### src/art_pkg.sv
// Shared types and constants for the ack/retransmit tracker.
// No dependencies; every other file imports this package.
package art_pkg;

  localparam int DEPTH       = 16;
  localparam int IDX_W       = (DEPTH > 1) ? $clog2(DEPTH) : 1;
  localparam int CNT_W       = $clog2(DEPTH + 1);
  localparam int MAX_RESULTS = 17;
  localparam int NRES_W      = $clog2(MAX_RESULTS + 1);

  localparam logic [15:0] TIMEOUT_RST = 16'd500;
  localparam logic [3:0]  RETRY_RST   = 4'd3;

  typedef enum logic [1:0] {
    CMD_SEND  = 2'd0,
    CMD_ACK   = 2'd1,
    CMD_TICK  = 2'd2,
    CMD_CLEAR = 2'd3
  } cmd_t;

  typedef enum logic [2:0] {
    EV_QUEUED    = 3'd0,
    EV_RESEND    = 3'd1,
    EV_GIVEN_UP  = 3'd2,
    EV_ACKED     = 3'd3,
    EV_UNMATCHED = 3'd4,
    EV_FULL      = 3'd5
  } event_t;

  typedef enum logic [0:0] {
    CFG_TIMEOUT = 1'b0,
    CFG_RETRY   = 1'b1
  } cfg_idx_t;

  typedef struct packed {
    logic [7:0]  seq;
    logic [7:0]  code;
    logic [31:0] tstamp;
    logic [3:0]  retries;
  } entry_t;

  // controller -> cell row
  typedef struct packed {
    logic load;       // write new entry at slot count
    logic latch_hit;  // capture ack match vector
    logic drop_hit;   // remove first matching entry
    logic drop_head;  // remove slot 0
    logic resend;     // restamp slot 0, bump retries
  } chain_ctl_t;

  // cell row -> controller
  typedef struct packed {
    entry_t head;
    logic   head_aged;
    logic   next_aged;
    logic   hit_any;
    entry_t hit;
  } chain_stat_t;

endpackage

### src/art_in_if.sv
// Input channel of the tracker: valid/ready plus one command item.
// Depends on art_pkg.
interface art_in_if import art_pkg::*; ();
  logic        valid;
  logic        ready;
  logic [1:0]  cmd;
  logic [7:0]  command_code;
  logic [7:0]  ack_seq;
  logic [31:0] now_time;

  modport source (output valid, cmd, command_code, ack_seq, now_time, input ready);
  modport sink   (input valid, cmd, command_code, ack_seq, now_time, output ready);
endinterface

### src/art_out_if.sv
// Result channel of the tracker: valid/ready plus one event item.
// Depends on art_pkg.
interface art_out_if import art_pkg::*; ();
  logic       valid;
  logic       ready;
  logic [2:0] event_res;
  logic [7:0] seq_out;
  logic [7:0] code_out;
  logic [3:0] retry_out;
  logic       last;

  modport source (output valid, event_res, seq_out, code_out, retry_out, last, input ready);
  modport sink   (input valid, event_res, seq_out, code_out, retry_out, last, output ready);
endinterface

### src/art_cell.sv
// One table slot: holds an entry, takes its right neighbor's entry on a shift,
// and flags age and ack match locally. Depends on art_pkg.
module art_cell import art_pkg::*; (
  input  logic        clk,
  input  logic        ld,
  input  logic        sh,
  input  logic        upd,
  input  entry_t      new_ent,
  input  entry_t      nbr_ent,
  input  logic [31:0] now,
  input  logic [15:0] timeout,
  input  logic [7:0]  ack_seq,
  output entry_t      ent,
  output logic        aged,
  output logic        hit
);

  entry_t      ent_r;
  entry_t      ent_nxt;
  logic [31:0] age;

  always_comb begin
    ent_nxt = ent_r;
    if (ld) begin
      ent_nxt = new_ent;
    end else if (sh) begin
      ent_nxt = nbr_ent;
    end else if (upd) begin
      ent_nxt.tstamp  = now;
      ent_nxt.retries = ent_r.retries + 4'd1;
    end
  end

  always_ff @(posedge clk) begin
    ent_r <= ent_nxt;
  end

  assign age  = now - ent_r.tstamp;
  assign aged = (age >= {16'd0, timeout});
  assign hit  = (ent_r.seq == ack_seq);
  assign ent  = ent_r;

endmodule

### src/art_chain.sv
// Row of DEPTH cells, oldest entry in slot 0, plus the first-match select for acks.
// Depends on art_pkg and art_cell.
module art_chain import art_pkg::*; (
  input  logic              clk,
  input  chain_ctl_t        ctl,
  input  logic [CNT_W-1:0]  count,
  input  entry_t            new_ent,
  input  logic [31:0]       now,
  input  logic [15:0]       timeout,
  input  logic [7:0]        ack_seq,
  output chain_stat_t       stat
);

  entry_t           ents [DEPTH+1];
  logic [DEPTH:0]   aged_w;
  logic [DEPTH-1:0] hit_w;
  logic [DEPTH-1:0] hit_r;
  logic [DEPTH-1:0] hit_nxt;
  logic [DEPTH-1:0] first;
  logic [DEPTH-1:0] pre;
  logic             seen;
  entry_t           sel;

  assign ents[DEPTH]   = '0;
  assign aged_w[DEPTH] = 1'b0;

  for (genvar i = 0; i < DEPTH; i++) begin : g_cell
    logic ld_i;
    logic sh_i;
    logic upd_i;

    assign ld_i  = ctl.load && (count == CNT_W'(i));
    assign sh_i  = ctl.drop_head || (ctl.drop_hit && pre[i]);
    assign upd_i = ctl.resend && (i == 0);

    art_cell u_cell (
      .clk     (clk),
      .ld      (ld_i),
      .sh      (sh_i),
      .upd     (upd_i),
      .new_ent (new_ent),
      .nbr_ent (ents[i+1]),
      .now     (now),
      .timeout (timeout),
      .ack_seq (ack_seq),
      .ent     (ents[i]),
      .aged    (aged_w[i]),
      .hit     (hit_w[i])
    );

    // slots at or above count hold stale data
    assign hit_nxt[i] = hit_w[i] && (count > CNT_W'(i));
  end

  always_ff @(posedge clk) begin
    if (ctl.latch_hit) begin
      hit_r <= hit_nxt;
    end
  end

  // first match and everything after it shifts left
  always_comb begin
    seen = 1'b0;
    sel  = '0;
    for (int i = 0; i < DEPTH; i++) begin
      first[i] = hit_r[i] && !seen;
      seen     = seen || hit_r[i];
      pre[i]   = seen;
      if (first[i]) begin
        sel = ents[i];
      end
    end
  end

  assign stat.head      = ents[0];
  assign stat.head_aged = aged_w[0];
  assign stat.next_aged = aged_w[1];
  assign stat.hit_any   = |hit_r;
  assign stat.hit       = sel;

endmodule

### src/ack_retransmit_tracker_core.sv
// Top level of the ack/retransmit tracker: controller, config registers, result register.
// Depends on art_pkg, art_in_if, art_out_if and art_chain.
//
//   port     dir   kind            carries
//   in_ch    in    valid/ready     cmd, command_code, ack_seq, now_time
//   out_ch   out   valid/ready     event_res, seq_out, code_out, retry_out, last
//   cfg_*    in    write only      ack_timeout (index 0), retry_limit (index 1)
//
// Ack first captures the match vector, then selects and shifts.
// Tick walks from the head and reports up to one result per step: the walk examines
// cell 0 (cell 1 only for the look-ahead), one entry a cycle unless a result is waiting.
// A result waiting in the output register stalls every step that emits (send, ack and
// each walk step); acceptance in idle never waits on it.
// Reset (synchronous, rst_n low) empties the table and restores the register defaults.
module ack_retransmit_tracker_core import art_pkg::*; (
  input  logic             clk,
  input  logic             rst_n,
  art_in_if.sink           in_ch,
  art_out_if.source        out_ch,
  input  logic             cfg_we,
  input  logic [0:0]       cfg_index,
  input  logic [15:0]      cfg_data
);

  typedef enum logic [3:0] {
    S_IDLE = 4'b0001,
    S_EXEC = 4'b0010,
    S_ACK  = 4'b0100,
    S_TICK = 4'b1000
  } state_t;

  state_t            state_r, state_nxt;
  cmd_t              cmd_r;
  logic [7:0]        code_r;
  logic [7:0]        aseq_r;
  logic [31:0]       now_r;
  logic [CNT_W-1:0]  count_r, count_nxt;
  logic [7:0]        seq_r, seq_nxt;
  logic [NRES_W-1:0] nres_r, nres_nxt;
  logic [15:0]       timeout_r;
  logic [3:0]        limit_r;

  logic              ov_r;
  event_t            oev_r, oev_nxt;
  logic [7:0]        oseq_r, oseq_nxt;
  logic [7:0]        ocode_r, ocode_nxt;
  logic [3:0]        oret_r, oret_nxt;
  logic              olast_r, olast_nxt;

  logic              accept;
  logic              out_free;
  logic              emit;
  logic              full;
  chain_ctl_t        ctl;
  chain_stat_t       stat;
  entry_t            new_ent;

  assign accept   = in_ch.valid && in_ch.ready;
  assign out_free = !ov_r || out_ch.ready;
  assign full     = (count_r >= CNT_W'(DEPTH));

  assign new_ent.seq     = seq_r;
  assign new_ent.code    = code_r;
  assign new_ent.tstamp  = now_r;
  assign new_ent.retries = 4'd0;

  art_chain u_chain (
    .clk     (clk),
    .ctl     (ctl),
    .count   (count_r),
    .new_ent (new_ent),
    .now     (now_r),
    .timeout (timeout_r),
    .ack_seq (aseq_r),
    .stat    (stat)
  );

  always_comb begin
    state_nxt   = state_r;
    count_nxt   = count_r;
    seq_nxt     = seq_r;
    nres_nxt    = nres_r;
    ctl         = '0;
    emit        = 1'b0;
    oev_nxt     = EV_QUEUED;
    oseq_nxt    = seq_r;
    ocode_nxt   = code_r;
    oret_nxt    = 4'd0;
    olast_nxt   = 1'b1;
    in_ch.ready = 1'b0;

    unique case (state_r)
      S_IDLE: begin
        in_ch.ready = 1'b1;
        if (accept) begin
          state_nxt = S_EXEC;
          nres_nxt  = '0;
        end
      end
      S_EXEC: begin
        unique case (cmd_r)
          CMD_SEND: begin
            if (out_free) begin
              emit      = 1'b1;
              state_nxt = S_IDLE;
              if (full) begin
                oev_nxt = EV_FULL;
              end else begin
                ctl.load  = 1'b1;
                count_nxt = count_r + CNT_W'(1);
                seq_nxt   = seq_r + 8'd1;
              end
            end
          end
          CMD_ACK: begin
            ctl.latch_hit = 1'b1;
            state_nxt     = S_ACK;
          end
          CMD_TICK: begin
            state_nxt = S_TICK;
          end
          CMD_CLEAR: begin
            count_nxt = '0;
            seq_nxt   = 8'd0;
            state_nxt = S_IDLE;
          end
          default: state_nxt = S_IDLE;
        endcase
      end
      S_ACK: begin
        if (out_free) begin
          emit      = 1'b1;
          state_nxt = S_IDLE;
          if (stat.hit_any) begin
            oev_nxt      = EV_ACKED;
            oseq_nxt     = stat.hit.seq;
            ocode_nxt    = stat.hit.code;
            oret_nxt     = stat.hit.retries;
            ctl.drop_hit = 1'b1;
            count_nxt    = count_r - CNT_W'(1);
          end else begin
            oev_nxt   = EV_UNMATCHED;
            oseq_nxt  = aseq_r;
            ocode_nxt = 8'd0;
          end
        end
      end
      S_TICK: begin
        if (count_r == '0 || !stat.head_aged) begin
          state_nxt = S_IDLE;
        end else if (out_free) begin
          emit      = 1'b1;
          oseq_nxt  = stat.head.seq;
          ocode_nxt = stat.head.code;
          if (stat.head.retries >= limit_r) begin
            oev_nxt       = EV_GIVEN_UP;
            oret_nxt      = stat.head.retries;
            ctl.drop_head = 1'b1;
            count_nxt     = count_r - CNT_W'(1);
            nres_nxt      = nres_r + NRES_W'(1);
            // look ahead: does the next entry report anything?
            olast_nxt = !((count_r > CNT_W'(1)) && stat.next_aged)
                        || (nres_nxt == NRES_W'(MAX_RESULTS));
            if (olast_nxt) begin
              state_nxt = S_IDLE;
            end
          end else begin
            oev_nxt    = EV_RESEND;
            oret_nxt   = stat.head.retries + 4'd1;
            ctl.resend = 1'b1;
            state_nxt  = S_IDLE;
          end
        end
      end
      default: state_nxt = S_IDLE;
    endcase
  end

  always_ff @(posedge clk) begin
    if (!rst_n) begin
      state_r   <= S_IDLE;
      count_r   <= '0;
      seq_r     <= 8'd0;
      nres_r    <= '0;
      ov_r      <= 1'b0;
      timeout_r <= TIMEOUT_RST;
      limit_r   <= RETRY_RST;
    end else begin
      state_r <= state_nxt;
      count_r <= count_nxt;
      seq_r   <= seq_nxt;
      nres_r  <= nres_nxt;
      if (emit) begin
        ov_r <= 1'b1;
      end else if (out_ch.ready) begin
        ov_r <= 1'b0;
      end
      if (cfg_we) begin
        unique case (cfg_idx_t'(cfg_index))
          CFG_TIMEOUT: timeout_r <= cfg_data;
          CFG_RETRY:   limit_r   <= cfg_data[3:0];
          default:     ;
        endcase
      end
    end
  end

  always_ff @(posedge clk) begin
    if (accept) begin
      cmd_r  <= cmd_t'(in_ch.cmd);
      code_r <= in_ch.command_code;
      aseq_r <= in_ch.ack_seq;
      now_r  <= in_ch.now_time;
    end
    if (emit) begin
      oev_r   <= oev_nxt;
      oseq_r  <= oseq_nxt;
      ocode_r <= ocode_nxt;
      oret_r  <= oret_nxt;
      olast_r <= olast_nxt;
    end
  end

  assign out_ch.valid     = ov_r;
  assign out_ch.event_res = oev_r;
  assign out_ch.seq_out   = oseq_r;
  assign out_ch.code_out  = ocode_r;
  assign out_ch.retry_out = oret_r;
  assign out_ch.last      = olast_r;

  a_count_bound: assert property (@(posedge clk) disable iff (!rst_n)
    count_r <= CNT_W'(DEPTH))
    else $error("entry count above table depth");

  a_ack_drop: assert property (@(posedge clk) disable iff (!rst_n)
    (state_r == S_ACK && out_free && stat.hit_any) |=> count_r == $past(count_r) - CNT_W'(1))
    else $error("matched ack did not remove an entry");

  a_send_seq: assert property (@(posedge clk) disable iff (!rst_n)
    (state_r == S_EXEC && cmd_r == CMD_SEND && out_free && !full)
    |=> seq_r == $past(seq_r) + 8'd1)
    else $error("queued send did not advance the sequence");

  a_resend_last: assert property (@(posedge clk) disable iff (!rst_n)
    (ov_r && oev_r == EV_RESEND) |-> olast_r)
    else $error("resend not flagged as final result");

  a_empty_tick: assert property (@(posedge clk) disable iff (!rst_n)
    (state_r == S_TICK && count_r == '0) |=> state_r == S_IDLE && !$rose(ov_r))
    else $error("tick on empty table produced a result");

endmodule
### src/flat_wrapper.sv
// flat-port wrapper written by rule: the top's interface ports become plain ports
module ack_retransmit_tracker_core_flat import art_pkg::*;
  (clk, rst_n, cfg_we, cfg_index, cfg_data, in_ch_valid, in_ch_cmd, in_ch_command_code, in_ch_ack_seq, in_ch_now_time, in_ch_ready, out_ch_valid, out_ch_event_res, out_ch_seq_out, out_ch_code_out, out_ch_retry_out, out_ch_last, out_ch_ready);
  art_in_if in_ch_i ();
  art_out_if out_ch_i ();
  input  logic clk;
  input  logic rst_n;
  input  logic cfg_we;
  input  logic [0:0] cfg_index;
  input  logic [15:0] cfg_data;
  input wire logic [$bits(in_ch_i.valid)-1:0] in_ch_valid;
  input wire logic [$bits(in_ch_i.cmd)-1:0] in_ch_cmd;
  input wire logic [$bits(in_ch_i.command_code)-1:0] in_ch_command_code;
  input wire logic [$bits(in_ch_i.ack_seq)-1:0] in_ch_ack_seq;
  input wire logic [$bits(in_ch_i.now_time)-1:0] in_ch_now_time;
  output wire logic [$bits(in_ch_i.ready)-1:0] in_ch_ready;
  output wire logic [$bits(out_ch_i.valid)-1:0] out_ch_valid;
  output wire logic [$bits(out_ch_i.event_res)-1:0] out_ch_event_res;
  output wire logic [$bits(out_ch_i.seq_out)-1:0] out_ch_seq_out;
  output wire logic [$bits(out_ch_i.code_out)-1:0] out_ch_code_out;
  output wire logic [$bits(out_ch_i.retry_out)-1:0] out_ch_retry_out;
  output wire logic [$bits(out_ch_i.last)-1:0] out_ch_last;
  input wire logic [$bits(out_ch_i.ready)-1:0] out_ch_ready;
  assign in_ch_i.valid = in_ch_valid;
  assign in_ch_i.cmd = in_ch_cmd;
  assign in_ch_i.command_code = in_ch_command_code;
  assign in_ch_i.ack_seq = in_ch_ack_seq;
  assign in_ch_i.now_time = in_ch_now_time;
  assign in_ch_ready = in_ch_i.ready;
  assign out_ch_valid = out_ch_i.valid;
  assign out_ch_event_res = out_ch_i.event_res;
  assign out_ch_seq_out = out_ch_i.seq_out;
  assign out_ch_code_out = out_ch_i.code_out;
  assign out_ch_retry_out = out_ch_i.retry_out;
  assign out_ch_last = out_ch_i.last;
  assign out_ch_i.ready = out_ch_ready;
  ack_retransmit_tracker_core u_core (.clk(clk), .rst_n(rst_n), .in_ch(in_ch_i), .out_ch(out_ch_i), .cfg_we(cfg_we), .cfg_index(cfg_index), .cfg_data(cfg_data));
endmodule
### config.mk
export PLATFORM = sky130hd
export DESIGN_NAME = ack_retransmit_tracker_core_flat
export DESIGN_NICKNAME = d
export VERILOG_FILES = /design/src/art_pkg.sv /design/src/art_in_if.sv /design/src/art_out_if.sv /design/src/art_cell.sv /design/src/art_chain.sv /design/src/ack_retransmit_tracker_core.sv /design/src/flat_wrapper.sv
export SDC_FILE = /design/constraint.sdc
export NUM_CORES = 2
export LEC_CHECK = 0
export ABC_AREA = 1
export BUFFER_PORTS_ARGS = -buffer_cell sky130_fd_sc_hd__buf_4
export CAP_MARGIN = 0
export CORE_MARGIN = 3
export CORE_UTILIZATION = 55
export DETAILED_ROUTE_END_ITERATION = 10
export PLACE_DENSITY_LB_ADDON = 0.1
export SETUP_SLACK_MARGIN = 0.5
export SLEW_MARGIN = 15
export SYNTH_ARGS = -nofsm -noshare
export SYNTH_HDL_FRONTEND = slang
export SYNTH_SLANG_ARGS = --single-unit
### constraint.sdc
create_clock -name clk -period 5.95 [get_ports clk]
set_clock_uncertainty 0.15 [all_clocks]
set_input_delay 1.19 -clock clk [delete_from_list [all_inputs] [get_ports clk]]
set_output_delay 1.19 -clock clk [all_outputs]
set_load 0.05 [all_outputs]
==> metrics.cfg <==
[floorplan]
die_x_um=297
initial_core_util=0.560
rows=105
ios=98
die_h_um=297
dieArea_mm2=0.0879
core_area_mm2=0.0829

[yosys]
synth_ff_type=edfxtp_1
ys_ff_latch=905
async_flop_share=0
synthesis.nets=5282
syn-instance-count=5097
synth.avg_cell_area_um2=9.11
synthTopCellsByCount=nand2_1, edfxtp_1, o21ai_0
mappedNetlistArea_mm2=0.0464
synth_area_leaders=edfxtp_1, nand2_1, o21ai_0, inv_1, ha_1
ys_seq_area_frac=0.575
synth_top_cell_by_area=edfxtp_1
synth.most_common_cell=nand2_1
ys_types=56
synth_top_area_frac=0.555
ys_warn_count=0
synth_edf_count=858

[run]
max_cap_viol_count=0

[placed_design]
port_buffers=97
dp.cells=6115
place_ws_ns=1.05
dp_hpwl_mm=90.1
gp_congestion=0.971

[route]
wl_per_cell_um=19.4
via_per_inst=5.52
drtIter0Drc=3516
first_pass_iters=8
drc_errors=0
num_vias=34700
drt_wl_total_mm=122
ant_nets=0

[global_route]
grt.overflow.total=0
grt_pass1_vias=31900
grt_max_degree=97
grt_pass1_wl_mm=187
grt.total_usage=0.277
grt_antenna_before_repair=5
grt_use_met2=0.412
use_met1=0.422
busiest_layer=met1
grtUsageMet3=0.0443

[critical_path]
r2r_start=u_core.now_r[1]
endpoint_kind=register
path_cells=inv_1 -> buf_4 -> fa_1 -> inv_1 -> nand3_1 -> nand3_1 -> nand2_1 -> nand2_1 -> xor2_1 -> ha_1 -> nand3_1 -> nor2_1 -> a211oi_1 -> nand4_1 -> nand3_1 -> nor2_2 -> inv_4 -> nand2_2 -> buf_4 -> nand2_1 -> o21ai_2
crit_type=register to register
critPathArrivalTime_ns=5.24
critical_path.most_common_cell=nand3_1
reg2reg_depth=21
slowest_delay_ns=0.47
crit_fanout=65
timing.rr.end=u_core.u_chain.g_cell[0].u_cell.ent[16]
crit_path_top_delay_cell=fa_1
critPathRequiredTime_ns=6.17
startpoint_type=register
r2r_setup_slack_ns=0.93
crit_start=u_core.now_r[1]

[outcome]
status=completed

[clock_tree]
clk_latency_ns=0.69
ctsHtreeMaxLevel=3
clock_path_buffers=3
cts-root-buf=clkbuf_16
numCtsBuffers=97
cts-resized-gates=0
post-cts-setup-buffers=0
cts_hold_buf=0
cts_tree=done
cts_num_sinks=905
clkTransAtPathRegs_ns=0.06

[sta]
finalCritPeriodShare=0.844
maxSlewHeadroom=0.260
setup_ws_ns=0.926
maxSlewViolCount=0
fin_tns_setup_ns=0
layout_min_cycle_time_ns=5.02
rsz0062_at_grt=false
fmax_ghz=0.199
tightestPinTransition_ns=1.11
hold_viol_final=0
setup_viol=0

[min_path]
hold_start=u_core.limit_r[2]
worst_hold_path_type=register to register
hold_end=u_core.limit_r[2]
hold_depth=2

[power]
p_leak_nw=21.5
peakVddDrop_mv=0.294
p_per_area_mw_per_mm2=290
total_power_mw=14.9

[cells_and_area]
layout.nets=5276
layout-drive-gt1-share=0.0732
area_delta_synth_final_pct=10.8
layout.cells.non_filler=6290

==> state kept, by name (all words and copies together), names as in the netlist <==
register,cells
u_core.aseq_r,8
u_core.cmd_r,2
u_core.code_r,8
u_core.count_r,5
u_core.limit_r,4
u_core.now_r,32
u_core.nres_r,5
u_core.out_ch.code_out,8
u_core.out_ch.event_res,3
u_core.out_ch.last,1
u_core.out_ch.retry_out,4
u_core.out_ch.seq_out,8
u_core.out_ch.valid,1
u_core.seq_r,8
u_core.state_r,4
u_core.timeout_r,16
u_core.u_chain.g_cell.u_cell.ent,772
u_core.u_chain.hit_r,16
==> layer usage <==
layer  wire, um  up-vias  share of wire
met2      51900     1249           0.43
met4       3300        0          0.027
li1           -    17100              -
met3      10000      199          0.082
met5          0        -              0
met1      56900    16100           0.47
==> per-stage QoR <==
step,cell area [um2],hold slack (ns),utilization
final,51400,0.334,0.620
after CTS,51400,0.329,0.620
after detailed placement,48200,0.321,0.581
after global placement,48200,0.313,0.581
after floorplan,46400,0.283,-
after global routing,51400,0.354,0.620
==> worst max-delay path by stage <==
stage                                                to  slack (ns)  cells after the start
6_report        u_core.u_chain.g_cell[0].u_cell.ent[16]        0.93                     21
5_1_grt         u_core.u_chain.g_cell[0].u_cell.ent[16]        0.63                     21
4_1_cts         u_core.u_chain.g_cell[0].u_cell.ent[29]        0.95                     20
3_5_place_dp    u_core.u_chain.g_cell[0].u_cell.ent[21]        1.05                     21
3_3_place_gp    u_core.u_chain.g_cell[0].u_cell.ent[19]        1.09                     21
2_1_floorplan  u_core.u_chain.g_cell[11].u_cell.ent[10]        0.97                     20
==> cell families (layout without fill, tap and decap cells) <==
logic type,count (synthesis),count (layout),share of synthesized area
adder cells (fa/ha/maj),113,113,0.0308
AND/OR/NAND/NOR,2176,2176,0.192
buffers and inverters,772,841,0.0642
flip-flops,905,905,0.575
AO/OA/AOI/OAI,1013,1013,0.116
XOR/XNOR,118,118,0.0223
other,0,1,0
==> where the power goes <==
| group | leakage (nW) | switching (mW) | internal (mW) |
|---|---|---|---|
| combinational | 11.9 | 1.25 | 0.516 |
| sequential | 8.10 | 0.0990 | 7.03 |
| clock | 1.53 | 2.51 | 3.50 |
| total | 21.5 | 3.86 | 11.1 |
==> worst max-delay path: cells and delay by family, from the launching register on <==
kind | cells | cell delay, ns
compound gates | 2 | 0.30
xor+xnor | 1 | 0.19
fa+ha+maj | 2 | 0.72
buf+inv | 5 | 1.10
flops | 1 | 0.43
simple gates | 11 | 1.72
==> layout by cell type, fill, tap and decap left out, drive strengths merged, types with 9 or more instances in the layout <==
master,Yosys,routed
buf,43,155
nand4,73,73
nand3,178,178
clkinv,5,37
a22oi,9,9
and2,11,11
o211ai,25,25
ha,111,111
bufinv,0,10
o21ai,789,789
dfxtp,47,47
a21oi,142,142
edfxtp,858,858
nor2,251,251
o22ai,14,14
or2,25,25
inv,507,508
nor3,29,29
xnor2,48,48
clkbuf,217,128
xor2,70,70
nand2,1580,1580
nor4,14,14
==> area by class of cell <==
cell class / instances / area (um2)
Fill cell: 6960 / 31500
Timing Repair Buffer: 155 / 1280
Multi-Input combinational cell: 3420 / 16900
Tap cell: 1123 / 1410
Inverter: 512 / 1920
Clock inverter: 46 / 638
Antenna cell: 1 / 2.50
Sequential cell: 905 / 26700
Clock buffer: 128 / 2570
No activity file was read; power rests on OpenSTA's default activity.
